$ cat src/sv/tvs_pkg.sv
package tvs_pkg;

  // configuration register indexes
  typedef enum logic [2:0] {
    RegLowerLimit    = 3'd0,
    RegUpperLimit    = 3'd1,
    RegSplitThresh   = 3'd2,
    RegLeftCoef      = 3'd3,
    RegRightCoef     = 3'd4
  } tvs_reg_e;

  localparam int unsigned CfgIndexW = 3;
  localparam int unsigned CfgDataW  = 64;

  // pipeline depth
  localparam int unsigned ProdStages = 3;
  localparam int unsigned SqrtSteps  = 32;
  localparam int unsigned Latency    = ProdStages + SqrtSteps + 1;

  // reset values of the configuration registers
  localparam logic [31:0] LowerLimitRst  = 32'h0000_0000;
  localparam logic [31:0] UpperLimitRst  = 32'h0001_0000;
  localparam logic [31:0] SplitThreshRst = 32'h8000_0000;
  localparam logic [63:0] LeftCoefRst    = 64'h0000_0000_8000_0000;
  localparam logic [63:0] RightCoefRst   = 64'h0000_0000_8000_0000;

  // side information that rides along with each item
  typedef struct packed {
    logic upper;
  } tvs_tag_t;

endpackage

$ cat src/sv/tvs_isqrt.sv
module tvs_isqrt (
  input  logic              clk_i,
  input  logic              rst_ni,
  input  logic              valid_i,
  input  tvs_pkg::tvs_tag_t tag_i,
  input  logic [63:0]       radicand_i,
  output logic              valid_o,
  output tvs_pkg::tvs_tag_t tag_o,
  output logic [31:0]       root_o
);
  import tvs_pkg::*;

  // one result bit per stage, remainder and partial root carried along
  logic [63:0] rem_in  [SqrtSteps];
  logic [63:0] root_in [SqrtSteps];
  tvs_tag_t    tag_in  [SqrtSteps];
  logic        vld_in  [SqrtSteps];
  logic [63:0] rem_d   [SqrtSteps];
  logic [63:0] root_d  [SqrtSteps];
  logic [63:0] rem_q   [SqrtSteps];
  logic [63:0] root_q  [SqrtSteps];
  tvs_tag_t    tag_q   [SqrtSteps];
  logic        vld_q   [SqrtSteps];
  logic [63:0] step;
  logic [63:0] trial;
  logic        take;

  // stage k works on what stage k-1 registered, stage 0 on the input
  always_comb begin
    rem_in[0]  = radicand_i;
    root_in[0] = 64'd0;
    tag_in[0]  = tag_i;
    vld_in[0]  = valid_i;
    for (int k = 1; k < SqrtSteps; k++) begin
      rem_in[k]  = rem_q[k-1];
      root_in[k] = root_q[k-1];
      tag_in[k]  = tag_q[k-1];
      vld_in[k]  = vld_q[k-1];
    end
  end

  // trial subtract of the next bit pair in every stage
  always_comb begin
    step  = '0;
    trial = '0;
    take  = 1'b0;
    for (int k = 0; k < SqrtSteps; k++) begin
      step      = 64'd1 << (62 - 2 * k);
      trial     = root_in[k] + step;
      take      = (rem_in[k] >= trial);
      rem_d[k]  = take ? (rem_in[k] - trial) : rem_in[k];
      root_d[k] = take ? ((root_in[k] >> 1) + step) : (root_in[k] >> 1);
    end
  end

  always_ff @(posedge clk_i or negedge rst_ni) begin
    if (!rst_ni) begin
      for (int k = 0; k < SqrtSteps; k++) begin
        vld_q[k] <= 1'b0;
      end
    end else begin
      for (int k = 0; k < SqrtSteps; k++) begin
        vld_q[k] <= vld_in[k];
      end
    end
  end

  always_ff @(posedge clk_i) begin
    for (int k = 0; k < SqrtSteps; k++) begin
      rem_q[k]  <= rem_d[k];
      root_q[k] <= root_d[k];
      tag_q[k]  <= tag_in[k];
    end
  end

  assign valid_o = vld_q[SqrtSteps-1];
  assign tag_o   = tag_q[SqrtSteps-1];
  assign root_o  = root_q[SqrtSteps-1][31:0];

  // a root only leaves if a radicand went in one full pipe earlier
  assert property (@(posedge clk_i) disable iff (!rst_ni)
    valid_o |-> $past(valid_i, SqrtSteps))
    else $error("isqrt: result without matching entry");

endmodule

$ cat config.mk
export PLATFORM = sky130hd
export DESIGN_NAME = tvs_isqrt
export DESIGN_NICKNAME = d
export VERILOG_FILES = /design/src/sv/tvs_pkg.sv /design/src/sv/tvs_isqrt.sv
export SDC_FILE = /design/constraint.sdc
export NUM_CORES = 2
export LEC_CHECK = 0
export BUFFER_PORTS_ARGS = -buffer_cell sky130_fd_sc_hd__buf_2
export CAP_MARGIN = 20
export CORE_MARGIN = 5
export CORE_UTILIZATION = 37
export DETAILED_ROUTE_END_ITERATION = 7
export GPL_TIMING_DRIVEN = 0
export SETUP_SLACK_MARGIN = 0.15
export SLEW_MARGIN = 20
export SYNTH_ARGS = -nofsm -noshare
export SYNTH_HDL_FRONTEND = slang
export SYNTH_MEMORY_MAX_BITS = 65536
export SYNTH_SLANG_ARGS = --single-unit
export TNS_END_PERCENT = 10
$ cat constraint.sdc
create_clock -name clk_i -period 11.09 [get_ports clk_i]
set_input_delay 0.5545 -clock clk_i [delete_from_list [all_inputs] [get_ports clk_i]]
set_output_delay 0.5545 -clock clk_i [all_outputs]
set_load 0.05 [all_outputs]
==> key figures <==
Outcome
  • Outcome: finished, final reports clean

Setup path
  • Register-to-Register Path Depth: 13
  • Arrival @ worst endpoint: 6.49 ns
  • Reg-to-Reg End: rem_q[1][827]
  • Setup CP Type: reg -> reg
  • Element type at the critical path end: register
  • Critical Path RT: 11.89 ns
  • CP startpoint kind: register
  • Worst R2R Start: root_q[1][732]
  • CP max FO: 10
  • R2r setup slk: 5.40 ns

Power
  • Seq pwr share: 45.1%
  • Leak: 50.3 nW
  • Clock power frac: 31.2%
  • Total power: 29.2 mW
  • Net Sw Frac: 32.3%
  • NetSw: 9.42 mW
  • Combinational Power Share: 23.8%
  • VDD IR-drop max: 0.000162 V
  • Internal power: 19.8 mW
  • PwrDens: 264 nW/um2

Floorplan
  • Core Area: 259000 um2
  • Initial core utilization: 37.1%
  • Num rows: 187
  • Die width: 519 um
  • Die ar.: 270000 um2
  • Io pins: 102
  • Die H: 519 um

Min path
  • Worst hold path type: in -> async

Final layout
  • Fin nets: 10600
  • Area grow syn2layout: 15.2%
  • Layout cells sized above 1: 7.01%

Timing
  • Final setup violation count: 0
  • Final period utilization: 51.3%
  • Worst Skew: 0.0933 ns
  • Slew HR: 26.0%
  • Max Slew Vio Count: 0
  • Setup TNS: 0 ns
  • Hold Worst Slack: 0.219 ns
  • Final hold vios: 0
  • Slew @ Worst Pin: 1.11 ns
  • Period minus WS final: 5.69 ns
  • RSZ-0062 raised after global routing: false
  • F_max: 0.176 GHz

Yosys
  • Cell Area, Synth: 96000 um2
  • Yosys reg bits: 2576
  • Synth Warn #: 0
  • Top FF cell, synth: dfxtp_1
  • EDFF count, synth: 0
  • Mapped Nets: 10100
  • Sequential element share of the synthesized area: 53.9%
  • Post-synthesis cell count: 9503
  • Synthesized area per cell: 10.1 um2
  • Post-synth ARST share: 1.24%
  • Distinct cells, synth: 90

Routing
  • Final WL: 265000 um
  • Initial DRC count: 3903
  • Final ANT Viol Nets: 0
  • Wire per inst: 19.5 um
  • Via count: 68800
  • # DRC: 0
  • Via/cell ratio: 5.07
  • Pre-antenna DRT Iters: 6

GRT
  • Antenna violations before repair: 6
  • GR Overflow Total: 0
  • First-pass GRT wire length: 407000 um
  • Total track usage: 19.1%
  • Vias in the first global route: 70600
  • Largest net degree at the start of global routing: 33

Place
  • Placer Congestion: 0.945
  • I/O Buffers: 101
  • HPWL Detailed: 211000 um

Run
  • Maxcap violations: 0

CTS
  • CTS root buf: clkbuf_16
  • Clock H-tree levels: 5
  • Cts repair resizes: 0
  • Hold buffers post-CTS: 68
  • Post-CTS setup buffer count: 0
  • Clock-pin slew on the worst setup and hold paths: 0.06 ns
  • CTS tree: done
  • CTS sink count: 2576
  • Clk Latency, worst-skew pair: 0.95 ns
  • Clock Tree Buf Depth: 4
  • Num CTS Buffers: 282
power by group through the flow:
stage                     Combinational, mW  Sequential [mW]  Clock, mW
final                                  6.94             13.2       9.10
after global routing                   7.69             13.4       9.70
after CTS                              6.94             13.2       9.31
after detailed placement               6.87             13.3          0
after global placement                 6.80             13.3          0
after floorplan                        5.16             12.5          0
layout make-up:
type / count / area [um2]
Antenna cell: 11 / 27.5
Buffer: 175 / 691
Clock buffer: 394 / 8110
Clock inverter: 82 / 947
Fill cell: 24500 / 148000
Inverter: 687 / 2580
Multi-Input combinational cell: 6065 / 41100
Sequential cell: 2576 / 51700
Tap cell: 3402 / 4260
Timing Repair Buffer: 173 / 1210
flip-flops by register name, indices dropped and copies added (netlist names):
signal,cells
tag_q,32
valid_o,1
vld_in,31
root_q,528
rem_q,1984
layout by cell type, fill, tap and decap left out, types with 46 or more instances in the layout:
cell type      count
buf_2            108
clkbuf_1         199
a21oi_1          583
nor3_1           230
nand2_1          585
clkbuf_8          53
o21a_1           122
nor4b_1           47
a21o_1           257
inv_1            685
mux2_2            90
o21ai_0          399
nand3_1          164
or4_1             69
xor2_1           401
clkbuf_16        287
o31ai_1           46
nor2_1           642
dlygate4sd3_1     68
a31oi_1           49
nor4_1           340
dfxtp_1         2544
nor2b_1           73
nand2b_1          90
or3_1            106
nand4_1          157
xnor2_1          483
ha_1             558
worst max-delay path by stage:
stage / cells past startpoint / slack, ns / start / end
final: 13 / 5.40 / root_q[1][732] / rem_q[1][827]
after global routing: 13 / 5.25 / root_q[1][730] / rem_q[1][827]
after CTS: 13 / 5.33 / root_q[1][731] / rem_q[1][827]
after detailed placement: 13 / 5.31 / root_q[1][730] / rem_q[1][827]
after global placement: 13 / 4.72 / root_q[1][731] / rem_q[1][827]
after floorplan: 10 / 7.58 / rem_q[1][373] / rem_q[1][422]
Yosys cell counts (11+ instances only):
cell       number  area [um2]
dfxtp_1      2544       50900
inv_1         685        2570
nor2_1        642        2410
nand2_1       585        2200
a21oi_1       583        2920
ha_1          558        6980
xnor2_1       483        4230
xor2_1        401        3510
o21ai_0       399        2000
nor4_1        346        2160
a21o_1        257        1930
nor3_1        231        1160
nand3_1       164         821
nand4_1       157         982
clkbuf_1      145         544
o21a_1        122         916
or3_1         106         663
mux2_2         90        1010
nand2b_1       90         563
nor2b_1        73         457
or4_1          69         518
a31oi_1        49         307
nor4b_1        47         412
o31ai_1        46         345
and3_1         45         282
nand3b_1       40         300
o21bai_1       39         293
or2_2          34         213
a21boi_0       33         248
dfrtp_1        32         801
a211oi_1       30         225
nor3b_1        27         203
o211ai_1       27         203
and2_1         26         163
and4_1         21         184
buf_1          19        71.3
nand4b_1       17         149
a2111oi_0      16         140
o2111ai_1      13         114
a211o_1        12         105
o41ai_1        12         105
a221o_1        11         110
a221oi_1       11        96.3
worst max-delay path: stages, from the launching register on:
cell	delay, ns
dfxtp_1	0.35
inv_1	0.05
ha_1	0.26
clkbuf_1	0.27
nand4_1	0.26
or3_1	0.49
nor3_2	0.61
nand4_1	0.55
o21ai_0	0.44
a221o_1	0.28
clkbuf_1	0.79
buf_1	0.82
nand4b_1	0.24
xnor2_1	0.19
layer usage:
layer | wire, um | GRT usage (%) | up-vias
met5 | 0 | 0 | -
met4 | 16100 | 10.6 | 0
met3 | 8420 | 2.35 | 629
met2 | 138000 | 36.3 | 1590
met1 | 102000 | 20.3 | 32600
li1 | - | - | 34000
metrics by stage:
stage	utilization [%]	std cells	worst slack (ns)	area, um2
after floorplan	-	9503	7.58	96000
after global routing	42.7	13600	5.25	111000
after CTS	42.7	13600	5.33	111000
final	42.7	13600	5.40	111000
after global placement	38.9	13000	4.72	101000
after detailed placement	39.0	13000	5.31	101000
logic make-up (layout without fill, tap and decap cells):
| family | count (synthesis) | count (layout) | share of synthesized area [%] |
|---|---|---|---|
| AOI/OAI and AO/OA | 1770 | 1770 | 11.5 |
| xor gates and xnor gates | 884 | 884 | 8.06 |
| adders and majority gates | 558 | 558 | 7.27 |
| buffers and inverters | 862 | 1511 | 3.40 |
| DFF | 2576 | 2576 | 53.9 |
| muxes | 98 | 98 | 1.14 |
| other | 0 | 11 | 0 |
| and+or+nand+nor | 2755 | 2755 | 14.8 |
No activity file was read; power rests on OpenSTA's default activity.
